===== config.mk =====
export PLATFORM = sky130hd
export DESIGN_NAME = i2c_master_byte_engine_core
export DESIGN_NICKNAME = d
export VERILOG_FILES = /design/src/rtl/i2cmbe_pkg.sv /design/src/rtl/i2cmbe_front.sv /design/src/rtl/i2cmbe_queue.sv /design/src/rtl/i2cmbe_back.sv /design/src/rtl/i2c_master_byte_engine_core.sv
export SDC_FILE = /design/constraint.sdc
export NUM_CORES = 1
export LEC_CHECK = 0
export ABC_CLOCK_PERIOD_IN_PS = 7000
export BUFFER_PORTS_ARGS = -buffer_cell sky130_fd_sc_hd__buf_4
export CAP_MARGIN = 20
export CORE_MARGIN = 2
export CORE_UTILIZATION = 57
export DETAILED_ROUTE_END_ITERATION = 8
export GPL_ROUTABILITY_DRIVEN = 0
export PLACE_DENSITY_LB_ADDON = 0.2
export SYNTH_ARGS = -nofsm -noshare
export SYNTH_HDL_FRONTEND = slang
export SYNTH_HIERARCHICAL = 1
export SYNTH_SLANG_ARGS = --single-unit

===== constraint.sdc =====
create_clock -name clk_i -period 7 [get_ports clk_i]
set_input_delay 1.4 -clock clk_i [delete_from_list [all_inputs] [get_ports clk_i]]
set_output_delay 1.4 -clock clk_i [all_outputs]
set_load 0.02 [all_outputs]

===== src/rtl/i2cmbe_pkg.sv =====
// Package with shared types and constants of the I2C master byte engine.
package i2cmbe_pkg;

  localparam int unsigned CfgIdxW = 2;

  localparam logic [CfgIdxW-1:0] CFG_PHASE_TICKS    = 2'd0;
  localparam logic [CfgIdxW-1:0] CFG_ACK_POLL_LIMIT = 2'd1;

  localparam logic [7:0] PhaseTicksReset   = 8'd18;
  localparam logic [7:0] AckPollLimitReset = 8'd20;

  typedef enum logic [2:0] {
    CMD_NONE   = 3'd0,
    CMD_START  = 3'd1,
    CMD_WRITE  = 3'd2,
    CMD_RDACK  = 3'd3,
    CMD_RDNACK = 3'd4,
    CMD_STOP   = 3'd5
  } cmd_e;

  typedef struct packed {
    logic [2:0] command;
    logic [7:0] tx_byte;
    logic       sda_sample;
  } in_item_t;

  typedef struct packed {
    logic       scl_level;
    logic       sda_level;
    logic       sda_drive;
    logic       busy_res;
    logic [7:0] rx_byte;
    logic       cmd_done;
    logic       ack_seen;
  } out_item_t;

  typedef struct packed {
    cmd_e       cmd;
    logic [7:0] tx_byte;
    logic       sda_sample;
  } tick_t;

endpackage


===== src/rtl/i2cmbe_front.sv =====
// Front end: accepts ticks, decodes the command field and pushes them into the queue.
module i2cmbe_front (
  input  i2cmbe_pkg::in_item_t in_data_i,
  input  logic                 in_valid_i,
  output logic                 in_stall_o,
  input  logic                 q_full_i,
  output logic                 q_push_o,
  output i2cmbe_pkg::tick_t    q_entry_o
);
  import i2cmbe_pkg::*;

  cmd_e cmd;

  always_comb begin
    case (in_data_i.command)
      CMD_START:  cmd = CMD_START;
      CMD_WRITE:  cmd = CMD_WRITE;
      CMD_RDACK:  cmd = CMD_RDACK;
      CMD_RDNACK: cmd = CMD_RDNACK;
      CMD_STOP:   cmd = CMD_STOP;
      default:    cmd = CMD_NONE;
    endcase
  end

  assign in_stall_o           = q_full_i;
  assign q_push_o             = in_valid_i && !q_full_i;
  assign q_entry_o.cmd        = cmd;
  assign q_entry_o.tx_byte    = in_data_i.tx_byte;
  assign q_entry_o.sda_sample = in_data_i.sda_sample;

endmodule


===== src/rtl/i2cmbe_queue.sv =====
// Small first-in first-out queue of decoded ticks between front and back end.
module i2cmbe_queue #(
  parameter int unsigned DEPTH = 4
) (
  input  logic              clk_i,
  input  logic              rst_ni,
  input  logic              push_i,
  input  i2cmbe_pkg::tick_t entry_i,
  output logic              full_o,
  input  logic              pop_i,
  output i2cmbe_pkg::tick_t entry_o,
  output logic              empty_o
);
  import i2cmbe_pkg::*;

  localparam int unsigned PtrW = (DEPTH > 1) ? $clog2(DEPTH) : 1;
  localparam int unsigned CntW = $clog2(DEPTH + 1);
  localparam logic [PtrW-1:0] LastPtr = PtrW'(DEPTH - 1);
  localparam logic [CntW-1:0] FullCnt = CntW'(DEPTH);

  tick_t            mem_q [DEPTH];
  logic [PtrW-1:0]  wr_ptr_q, wr_ptr_d;
  logic [PtrW-1:0]  rd_ptr_q, rd_ptr_d;
  logic [CntW-1:0]  count_q, count_d;
  logic             do_push, do_pop;

  assign full_o  = (count_q == FullCnt);
  assign empty_o = (count_q == '0);
  assign do_push = push_i && !full_o;
  assign do_pop  = pop_i && !empty_o;
  assign entry_o = mem_q[rd_ptr_q];

  always_comb begin
    wr_ptr_d = wr_ptr_q;
    rd_ptr_d = rd_ptr_q;
    count_d  = count_q;
    if (do_push) begin
      wr_ptr_d = (wr_ptr_q == LastPtr) ? '0 : wr_ptr_q + PtrW'(1);
    end
    if (do_pop) begin
      rd_ptr_d = (rd_ptr_q == LastPtr) ? '0 : rd_ptr_q + PtrW'(1);
    end
    if (do_push && !do_pop) begin
      count_d = count_q + CntW'(1);
    end else if (do_pop && !do_push) begin
      count_d = count_q - CntW'(1);
    end
  end

  always_ff @(posedge clk_i or negedge rst_ni) begin
    if (!rst_ni) begin
      wr_ptr_q <= '0;
      rd_ptr_q <= '0;
      count_q  <= '0;
    end else begin
      wr_ptr_q <= wr_ptr_d;
      rd_ptr_q <= rd_ptr_d;
      count_q  <= count_d;
    end
  end

  always_ff @(posedge clk_i) begin
    if (do_push) begin
      mem_q[wr_ptr_q] <= entry_i;
    end
  end

endmodule


===== src/rtl/i2cmbe_back.sv =====
// Back end: bus sequencer that runs one queued tick per cycle unless the output stalls, and registers the result.
module i2cmbe_back (
  input  logic                  clk_i,
  input  logic                  rst_ni,
  input  logic                  cfg_valid_i,
  input  logic [i2cmbe_pkg::CfgIdxW-1:0] cfg_index_i,
  input  logic [7:0]            cfg_data_i,
  input  logic                  q_empty_i,
  input  i2cmbe_pkg::tick_t     q_entry_i,
  output logic                  q_pop_o,
  output logic                  out_valid_o,
  input  logic                  out_stall_i,
  output i2cmbe_pkg::out_item_t out_data_o
);
  import i2cmbe_pkg::*;

  localparam logic [3:0] DataPhase = 4'd2;
  localparam logic [3:0] PollPhase = 4'd4;

  logic [7:0] phase_ticks_q, ack_poll_limit_q;

  cmd_e       op_q, op_d;
  logic [3:0] phase_q, phase_d;
  logic [3:0] bit_q, bit_d;
  logic [7:0] shift_q, shift_d;
  logic [7:0] tick_q, tick_d;
  logic [7:0] poll_q, poll_d;
  logic       scl_q, scl_d;
  logic       sda_q, sda_d;
  logic       drv_q, drv_d;
  logic       ack_q, ack_d;
  logic [7:0] rx_q, rx_d;

  logic       out_valid_q;
  out_item_t  out_q;

  logic       pop, done, adv, ent;
  logic [3:0] ent_st, nxt, last;

  assign pop     = !q_empty_i && (!out_valid_q || !out_stall_i);
  assign q_pop_o = pop;

  always_comb begin
    op_d    = op_q;
    phase_d = phase_q;
    bit_d   = bit_q;
    shift_d = shift_q;
    tick_d  = tick_q;
    poll_d  = poll_q;
    scl_d   = scl_q;
    sda_d   = sda_q;
    drv_d   = drv_q;
    ack_d   = ack_q;
    rx_d    = rx_q;
    done    = 1'b0;
    adv     = 1'b0;
    ent     = 1'b0;
    ent_st  = '0;
    nxt     = phase_q + 4'd1;
    last    = 4'd6;

    if (pop) begin
      if (op_q == CMD_NONE) begin
        if (q_entry_i.cmd != CMD_NONE) begin
          op_d  = q_entry_i.cmd;
          bit_d = '0;
          if (q_entry_i.cmd == CMD_WRITE) begin
            shift_d = q_entry_i.tx_byte;
            ack_d   = 1'b0;
          end
          ent = 1'b1;
        end
      end else if (op_q == CMD_WRITE && phase_q == PollPhase) begin
        if (!q_entry_i.sda_sample) begin
          ack_d = 1'b1;
          adv   = 1'b1;
        end else if (poll_q >= ack_poll_limit_q) begin
          ack_d = 1'b0;
          adv   = 1'b1;
        end else begin
          poll_d = poll_q + 8'd1;
        end
      end else if (tick_q < phase_ticks_q) begin
        tick_d = tick_q + 8'd1;
      end else begin
        adv = 1'b1;
      end

      if (adv) begin
        case (op_q)
          CMD_START: last = 4'd4;
          CMD_STOP:  last = 4'd3;
          CMD_WRITE: last = 4'd5;
          default:   last = 4'd6;
        endcase
        if (op_q != CMD_START && op_q != CMD_STOP && phase_q == DataPhase) begin
          if (op_q != CMD_WRITE) begin
            shift_d = {shift_q[6:0], q_entry_i.sda_sample};
          end
          bit_d = bit_q + 4'd1;
          if (bit_d < 4'd8) begin
            nxt = 4'd1;
          end else if (op_q != CMD_WRITE) begin
            rx_d = shift_d;
          end
        end
        if (phase_q >= last) begin
          op_d    = CMD_NONE;
          phase_d = '0;
          tick_d  = '0;
          done    = 1'b1;
        end else begin
          ent    = 1'b1;
          ent_st = nxt;
        end
      end

      if (ent) begin
        phase_d = ent_st;
        tick_d  = 8'd1;
        case (op_d)
          CMD_START: begin
            case (ent_st)
              4'd0: drv_d = 1'b1;
              4'd1: sda_d = 1'b1;
              4'd2: scl_d = 1'b1;
              4'd3: sda_d = 1'b0;
              default: scl_d = 1'b0;
            endcase
          end
          CMD_STOP: begin
            case (ent_st)
              4'd0: drv_d = 1'b1;
              4'd1: sda_d = 1'b0;
              4'd2: scl_d = 1'b1;
              default: sda_d = 1'b1;
            endcase
          end
          CMD_WRITE: begin
            case (ent_st)
              4'd0: drv_d = 1'b1;
              4'd1: begin
                scl_d   = 1'b0;
                sda_d   = shift_d[7];
                shift_d = {shift_d[6:0], 1'b0};
              end
              4'd2: scl_d = 1'b1;
              4'd3: begin
                scl_d = 1'b0;
                sda_d = 1'b1;
                drv_d = 1'b0;
              end
              4'd4: begin
                scl_d  = 1'b1;
                poll_d = '0;
              end
              default: scl_d = 1'b0;
            endcase
          end
          default: begin
            case (ent_st)
              4'd0: begin
                scl_d   = 1'b0;
                drv_d   = 1'b0;
                shift_d = '0;
                bit_d   = '0;
              end
              4'd1: scl_d = 1'b0;
              4'd2: scl_d = 1'b1;
              4'd3: drv_d = 1'b1;
              4'd4: sda_d = (op_d == CMD_RDNACK);
              4'd5: scl_d = 1'b1;
              default: scl_d = 1'b0;
            endcase
          end
        endcase
      end
    end
  end

  always_ff @(posedge clk_i or negedge rst_ni) begin
    if (!rst_ni) begin
      phase_ticks_q    <= PhaseTicksReset;
      ack_poll_limit_q <= AckPollLimitReset;
      op_q             <= CMD_NONE;
      phase_q          <= '0;
      bit_q            <= '0;
      shift_q          <= '0;
      tick_q           <= '0;
      poll_q           <= '0;
      scl_q            <= 1'b1;
      sda_q            <= 1'b1;
      drv_q            <= 1'b1;
      ack_q            <= 1'b0;
      rx_q             <= '0;
      out_valid_q      <= 1'b0;
      out_q            <= '0;
    end else begin
      if (cfg_valid_i && cfg_index_i == CFG_PHASE_TICKS) begin
        phase_ticks_q <= cfg_data_i;
      end
      if (cfg_valid_i && cfg_index_i == CFG_ACK_POLL_LIMIT) begin
        ack_poll_limit_q <= cfg_data_i;
      end
      op_q        <= op_d;
      phase_q     <= phase_d;
      bit_q       <= bit_d;
      shift_q     <= shift_d;
      tick_q      <= tick_d;
      poll_q      <= poll_d;
      scl_q       <= scl_d;
      sda_q       <= sda_d;
      drv_q       <= drv_d;
      ack_q       <= ack_d;
      rx_q        <= rx_d;
      out_valid_q <= pop || (out_valid_q && out_stall_i);
      if (pop) begin
        out_q.scl_level <= scl_d;
        out_q.sda_level <= sda_d;
        out_q.sda_drive <= drv_d;
        out_q.busy_res  <= (op_d != CMD_NONE);
        out_q.rx_byte   <= rx_d;
        out_q.cmd_done  <= done;
        out_q.ack_seen  <= ack_d;
      end
    end
  end

  assign out_valid_o = out_valid_q;
  assign out_data_o  = out_q;

`ifndef SYNTHESIS
  a_done_not_busy: assert property (@(posedge clk_i) disable iff (!rst_ni)
    out_valid_q && out_q.cmd_done |-> !out_q.busy_res)
    else $error("finished command reported as busy");
  a_bit_range: assert property (@(posedge clk_i) disable iff (!rst_ni)
    bit_q <= 4'd8)
    else $error("bit counter past one byte");
  a_idle_clean: assert property (@(posedge clk_i) disable iff (!rst_ni)
    op_q == CMD_NONE |-> phase_q == '0 && tick_q == '0)
    else $error("idle sequencer holds phase or tick count");
  a_out_held: assert property (@(posedge clk_i) disable iff (!rst_ni)
    out_valid_q && out_stall_i |=> out_valid_q && $stable(out_q))
    else $error("stalled result was lost or changed");
`endif

endmodule


===== src/rtl/i2c_master_byte_engine_core.sv =====
// Top level of the I2C master byte engine: front end, tick queue and bus sequencer.
//
// Channel   Direction  Handshake            Payload
// in        input      in_valid/in_stall    command, tx_byte, sda_sample
// out       output     out_valid/out_stall  scl/sda levels, drive, busy, rx_byte, done, ack
// cfg       input      cfg_valid/cfg_ready  register index and 8-bit data
//
// Each tick is written into the queue, popped by the sequencer and its result registered.
// The sequencer handles one tick per cycle while ticks are queued and the output is not
// stalled, so the sustained rate is one tick per clock. Reset empties the queue, clears the
// output register and restores the register defaults. A stalled output holds its result
// while the queue absorbs up to QUEUE_DEPTH further ticks before the input stalls.
module i2c_master_byte_engine_core #(
  parameter int unsigned QUEUE_DEPTH = 4
) (
  input  logic                                  clk_i,
  input  logic                                  rst_ni,
  input  logic                                  in_valid_i,
  output logic                                  in_stall_o,
  input  i2cmbe_pkg::in_item_t                  in_data_i,
  output logic                                  out_valid_o,
  input  logic                                  out_stall_i,
  output i2cmbe_pkg::out_item_t                 out_data_o,
  input  logic                                  cfg_valid_i,
  output logic                                  cfg_ready_o,
  input  logic [i2cmbe_pkg::CfgIdxW-1:0]        cfg_index_i,
  input  logic [7:0]                            cfg_data_i
);
  import i2cmbe_pkg::*;

  logic  q_full, q_empty, q_push, q_pop;
  tick_t q_wr_entry, q_rd_entry;

  assign cfg_ready_o = 1'b1;

  i2cmbe_front u_front (
    .in_data_i  (in_data_i),
    .in_valid_i (in_valid_i),
    .in_stall_o (in_stall_o),
    .q_full_i   (q_full),
    .q_push_o   (q_push),
    .q_entry_o  (q_wr_entry)
  );

  i2cmbe_queue #(
    .DEPTH (QUEUE_DEPTH)
  ) u_queue (
    .clk_i   (clk_i),
    .rst_ni  (rst_ni),
    .push_i  (q_push),
    .entry_i (q_wr_entry),
    .full_o  (q_full),
    .pop_i   (q_pop),
    .entry_o (q_rd_entry),
    .empty_o (q_empty)
  );

  i2cmbe_back u_back (
    .clk_i       (clk_i),
    .rst_ni      (rst_ni),
    .cfg_valid_i (cfg_valid_i),
    .cfg_index_i (cfg_index_i),
    .cfg_data_i  (cfg_data_i),
    .q_empty_i   (q_empty),
    .q_entry_i   (q_rd_entry),
    .q_pop_o     (q_pop),
    .out_valid_o (out_valid_o),
    .out_stall_i (out_stall_i),
    .out_data_o  (out_data_o)
  );

endmodule


Word level (Yosys, flattened, before mapping)
Memories as Yosys holds them, arrays and structs flattened.
Cells that the tools add are included.
{"block": "word_totals", "wordCells": 200, "register_bits": 85, "n_memories": 1, "ram_bits": 48}
{"block": "op_classes", "add_sub_neg": 8, "n_lt_le_gt_ge": 4, "n_mux": 99, "reduce_logical": 37, "n_eq_ne": 27}
{"memory": "u_queue.mem_q", "words": 4, "width": 12, "rd": 1, "rd_ports_with_merged_regs": 0, "wr": 1, "line": "i2cmbe_queue.sv:21", "text": "tick_t mem_q [DEPTH];"}
{"op": "$mux W8", "count": 27}
{"op": "$mux W4", "count": 17}
{"op": "$mux W1", "count": 31}
{"op": "$mux W3", "count": 8}
{"op": "$eq A3 B3 Y1 const B", "count": 6}
{"op": "$pmux W1 S2", "count": 9}
{"op": "$add A8 B1 Y8 const B", "count": 2}
{"op": "$pmux W8 S2", "count": 1}
{"op": "$eq A3 B2 Y1 const B", "count": 5}
{"op": "$pmux W3 S5", "count": 1}
{"op": "$eq A4 B2 Y1 const B", "count": 3}
{"op": "$eq A4 B3 Y1 const B", "count": 3}
{"op": "$logic_and A1 B1 Y1", "count": 12}
{"op": "$reduce_or A2 Y1", "count": 5}
{"op": "$eq A3 B1 Y1 const B", "count": 3}
{"op": "$pmux W3 S3", "count": 1}
{"op": "$add A4 B1 Y4 const B", "count": 2}
{"op": "$ge A8 B8 Y1", "count": 1}
{"op": "$lt A8 B8 Y1", "count": 1}
{"op": "$logic_not A1 Y1", "count": 6}
{"op": "$logic_not A3 Y1", "count": 2}
{"op": "$pmux W1 S3", "count": 2}
{"op": "$reduce_bool A2 Y1", "count": 3}
{"op": "$reduce_bool A3 Y1", "count": 2}
{"op": "17 further kinds", "count": 22}

Logic depth before layout (Yosys ltp)
{"block": "logic_depth", "ltp_word": 18, "ltp_mapped": 13, "ltp_nobuf": 11}

Hierarchy
Netlist, hierarchy kept.
{"module": "i2cmbe_back", "seq_area_each_um2": 1960.6, "area_per_inst_um2": 4605.7, "cells_per_inst": 488, "instances": 1}
{"module": "i2cmbe_queue", "seq_area_each_um2": 1616.6, "area_per_inst_um2": 2195.9, "cells_per_inst": 100, "instances": 1}
{"module": "i2cmbe_front", "seq_area_each_um2": 0.0, "area_per_inst_um2": 103.8, "cells_per_inst": 14, "instances": 1}
{"module": "i2c_master_byte_engine_core", "seq_area_each_um2": 0.0, "area_per_inst_um2": 11.3, "cells_per_inst": 2, "instances": 1}

Least setup slack after synthesis
OpenSTA, ideal clock, no wires.
{"block": "synth_path", "kind": "input -> register", "startpoint": "input out_stall_i", "endpoint": "register u_queue.count_q[1]", "t_arrival_ps": 3452, "t_required_ps": 6872, "setup_slack_ps": 3421, "path_stages": 10, "path_buffers": 2, "cell_sequence": "nand2_1 -> nand2b_1 -> inv_2 -> buf_1 -> clkbuf_1 -> o31ai_2 -> ha_1 -> inv_1 -> fa_1 -> mux2_1"}
{"block": "synth_between", "elab_chain_len": 7}
{"element": "start: declaration", "line": "i2c_master_byte_engine_core.sv:22", "text": "input logic out_stall_i,"}
{"element": "$logic_not A1 Y1", "line": "i2cmbe_back.sv:40", "text": "assign pop = !q_empty_i && (!out_valid_q || !out_stall_i);"}
{"element": "$logic_or A1 B1 Y1", "line": "i2cmbe_back.sv:40"}
{"element": "$logic_and A1 B1 Y1", "line": "i2cmbe_back.sv:40"}
{"element": "net q_pop", "line": "i2c_master_byte_engine_core.sv:31", "text": "logic q_full, q_empty, q_push, q_pop;"}
{"element": "$logic_and A1 B1 Y1", "line": "i2cmbe_queue.sv:30", "text": "assign do_pop = pop_i && !empty_o;"}
{"element": "$logic_not A1 Y1", "line": "i2cmbe_queue.sv:43", "text": "if (do_push && !do_pop) begin"}
{"element": "$logic_and A1 B1 Y1", "line": "i2cmbe_queue.sv:43"}
{"element": "$mux W3", "line": "i2cmbe_queue.sv:43"}
{"element": "net u_queue.count_d[1]", "line": "i2cmbe_queue.sv:24", "text": "logic [CntW-1:0] count_q, count_d;"}
{"element": "end signal: assignment", "line": "i2cmbe_queue.sv:58", "text": "count_q <= count_d;"}
{"element": "end: declaration", "line": "i2cmbe_queue.sv:24"}
The timed path passes the listed nets, and every way through them passes these cells.
A chain may end at the register's enable or synchronous reset.

Worst setup path in the final report
{"block": "layout_path", "startpoint": "register u_back.op_q[2]", "endpoint": "register u_back.shift_q[5]"}
{"block": "layout_between", "elab_chain_len": 12}
{"element": "start: declaration", "line": "i2cmbe_back.sv:22", "text": "cmd_e op_q, op_d;"}
{"element": "start signal: assignment", "line": "i2cmbe_back.sv:205", "text": "op_q <= op_d;"}
{"element": "$eq A3 B2 Y1, or another cell as far along", "line": "i2cmbe_back.sv:73, i2cmbe_back.sv:90"}
{"element": "$pmux W3 S3", "line": "i2cmbe_back.sv:90", "text": "case (op_q)"}
{"element": "$mux W4", "line": "i2cmbe_back.sv:89", "text": "if (adv) begin"}
{"element": "$mux W4", "line": "i2cmbe_back.sv:62", "text": "if (pop) begin"}
{"element": "$ge A4 B4 Y1", "line": "i2cmbe_back.sv:107", "text": "if (phase_q >= last) begin"}
{"element": "$mux W4 or $mux W3 (tied branches)", "line": "i2cmbe_back.sv:107"}
{"element": "$mux W4 or $mux W3 (tied branches)", "line": "i2cmbe_back.sv:89"}
{"element": "$mux W4 or $mux W3 (tied branches)", "line": "i2cmbe_back.sv:62"}
{"element": "$eq A4 B1 Y1, or another cell as far along", "line": "i2cmbe_back.sv:140", "text": "case (ent_st)"}
{"element": "$mux W8, or another cell as far along", "line": "i2cmbe_back.sv:140"}
{"element": "$pmux W8 S2", "line": "i2cmbe_back.sv:121", "text": "case (op_d)"}
{"element": "$mux W8 *", "line": "i2cmbe_back.sv:118", "text": "if (ent) begin"}
{"element": "end signal: assignment", "line": "i2cmbe_back.sv:208", "text": "shift_q <= shift_d;"}
{"element": "end: declaration", "line": "i2cmbe_back.sv:25", "text": "logic [7:0] shift_q, shift_d;"}
Every way passes the cells marked *; elsewhere a longest branch is shown, timed or not. The select of a mux whose other input is x is not followed.

==> metrics.txt <==
status=finished clean; Hold Violations, Final=0; Initial DRT Pass Iterations=5; clock transition at the registers of the reported paths=about 0.060 ns; Tightest Hold Check Type=reg -> reg; total CTS buffers=17; top layer in use=met4; crit path launch type=register; Final ANT Viol Nets=0; clock insertion delay at the later pin of the skew report=0.42 ns; setup violators final=0; register area share after synthesis=0.517; Core ar.=11,900 sq um; storage element area=3580 sq um; Post-synth EDFFs=48; first-pass GRT wire length=23.8 mm; vias per cell=slightly above 6; Worst Setup SP=u_back/op_q[2]; Lkg Pwr=0.00339 uW; kind of critical path=reg -> reg; CTS root buffer=clkbuf_16; max capacitance violation total=0; postcts setup bufs=0; worst hold slack=0.493 ns; Post-synth ARST share=0.639; Max-slew headroom=0.434; vias=4,849; Syn Area/Cell=11.5 sq um; Die H=114 microns; Synth-to-Final Area Change=14.3%; R2R depth=11; M1 wire length=6.29 mm; area leader, netlist=dfrtp_1; layout cells sized above 1=0.227; skew final=0.00573 ns; n_diodes=0; crit path capture=u_back/shift_q[5]; RSZ-0062 raised after global routing=no; maximum VDD drop=between 0.0002 and 0.0003 V; post-DR wirelength/cell=17.6 microns; Final Slew Violations=0; All-Layer GR Usage=0.237; top post-synthesis cells by area=dfrtp_1 (28%), edfxtp_1 (21%), ha_1 (5.4%); period utilization=0.532; synthesized netlist net count=662; Worst Tran Pin Value=roughly 0.85 ns; TNS Setup=0 ns; DR iter-0 viols=roughly 400; minimum clock period=3.72 ns; CTS sink cnt=approximately 130; Fmax=269 MHz; Net count, final=701; reg-to-reg setup timing slack=3.28 ns; routed wire length=~14 mm; Worst EP arrival=4.08 ns; PD cells=~380 nW/um^2; antenna violations before repair=0; yosys warns=6; CTS H-tree depth=4; Post-synth top cells=dfrtp_1 (78), nor2_1 (60), edfxtp_1 (48), nand2_1 (48), o21ai_0 (38); largest net degree at the start of global routing=86; # fillers=892; Die Wd=114 microns; count leader, synth=dfrtp_1; Setup crit end kind=register; CP required=7.35 ns; I/O pin count=44; Multi-input gate area=a little over 3000 sq um; Starting Density=0.581; drc violations=0; total grt overflow=0; die area=13,000 sq um; vias in the first global route=4,840; CTS tree=yes; Mapped Area=6920 sq um; Final HPWL DP=9.71 mm; Critical R2R Launch=u_back/op_q[2]; Yosys reg bits=about 130; top_reg_cell synth=dfrtp_1; Hold Buf Count CTS=0; FP Rows=40; met3 wire length=647 microns; Crit Path Max Fanout=11; PostCTS Resize Cnt=0; hold_sp=u_back/rx_q[6]; Mapped Cells=604; Met2 Routed Length=6.98 mm; reg-to-reg endpoint=u_back/shift_q[5]; deepest clock path buffer count=2; top-area cell type share of the netlist area=0.282; Port Buffers=between 40 and 50; Yosys cell types=76
[metal layers]
layer | vias to the layer above | track usage
met1 | 2397 | 0.316
met5 | - | 0
met2 | 138 | 0.382
met3 | 24 | 0.0566
li1 | 2290 | -
met4 | 0 | 0.0829
[final cells by class]
cell class,count,share of cell area
inverter,29,0.0138
clock inverter,15,0.0212
sequential,133,0.453
multi-input combinational,415,0.388
timing repair buffer,47,0.0472
tap,147,0.0233
clock buffer,17,0.0538
[worst min-delay path by stage]
stage | depth (start not counted) | endpoint | slack [ns]
5_1_grt | 1 | u_back/rx_q[6] | 0.51
4_1_cts | 1 | u_back/rx_q[6] | 0.49
6_report | 1 | u_back/rx_q[6] | 0.49
2_1_floorplan | 2 | u_back/shift_q[7] | 0.45
3_5_place_dp | 1 | u_back/rx_q[6] | 0.48
3_3_place_gp | 2 | u_back/shift_q[7] | 0.47
[power by group]
part | leakage (uW) | internal [uW] | switching (uW) | total [uW]
combinational | 0.00162 | 407 | 555 | 961
sequential | 0.00150 | 993 | 184 | 1180
clock | 0.000281 | 532 | 355 | 888
total | 0.00339 | 1930 | 1090 | 3030
[layout by cell type, fill, tap and decap left out, drive strengths merged, types with 3 or more instances in the layout]
cell / synthesis / final
a211oi: 4 / 4
a21o: 6 / 6
a21oi: 28 / 28
a221oi: 6 / 6
a22o: 3 / 3
a31oi: 7 / 7
and2: 5 / 5
buf: 18 / 47
clkbuf: 9 / 17
clkinv: 0 / 3
clkinvlp: 0 / 3
dfrtp: 78 / 78
dfstp: 7 / 7
edfxtp: 48 / 48
ha: 30 / 30
inv: 29 / 36
mux2: 35 / 35
mux2i: 8 / 8
mux4: 12 / 12
nand2: 49 / 49
nand2b: 7 / 7
nand3: 17 / 17
nand4: 8 / 8
nor2: 60 / 60
nor2b: 6 / 6
nor3: 13 / 13
nor4: 3 / 3
o21a: 5 / 5
o21ai: 39 / 39
o31ai: 11 / 11
or2: 3 / 3
or3: 4 / 4
xnor2: 4 / 4
xor2: 8 / 8
[registers in the layout, summed over array words and instances, names as in the netlist]
register / cells
u_back/op_q: 3
u_back/sda_q: 1
u_back/phase_ticks_q: 8
u_back/phase_q: 4
u_back/scl_q: 1
u_back/tick_q: 8
u_back/ack_q: 1
u_queue/count_q: 3
u_back/drv_q: 1
u_queue/wr_ptr_q: 2
u_back/ack_poll_limit_q: 8
u_queue/mem_q: 48
u_back/rx_q: 8
u_back/out_valid_o: 1
u_queue/rd_ptr_q: 2
u_back/bit_q: 4
u_back/shift_q: 8
u_back/out_data_o: 14
u_back/poll_q: 8
[worst max-delay path: stages, from the launching register on]
cell      delay (ns)
dfrtp_1         0.51
or3b_4          0.49
o21ai_0         0.12
ha_1            0.27
nor2b_1         0.16
o21ai_0         0.26
a21oi_1         0.36
nand2_4         0.11
or3_4           0.43
nor3_1          0.64
a221oi_1        0.18
nor2_1          0.13
[cell families (layout without fill, tap and decap cells)]
group,after synthesis,in the layout,synth area share
AOI/OAI and AO/OA,131,131,0.127
xor gates and xnor gates,12,12,0.0152
adders and majority gates,31,31,0.0572
buffers and inverters,56,108,0.0393
DFF,133,133,0.517
muxes,55,55,0.109
other,1,1,0.000542
and+or+nand+nor,185,185,0.135
[per-stage QoR]
| step | power [uW] | setup slack, ns | instance area (sq um) | std cells | utilization |
|---|---|---|---|---|---|
| floorplan | 1880 | 3.42 | 6920 | 604 | - |
| global placement | 2090 | 3.21 | 7280 | 769 | 0.611 |
| detailed placement | 2130 | 3.17 | 7280 | 769 | 0.611 |
| CTS | 3030 | 3.35 | 7870 | 801 | 0.661 |
| global route | 3210 | 2.83 | 7900 | 803 | 0.664 |
| finish | 3030 | 3.28 | 7900 | 803 | 0.664 |
No activity file was read; power rests on OpenSTA's default activity.
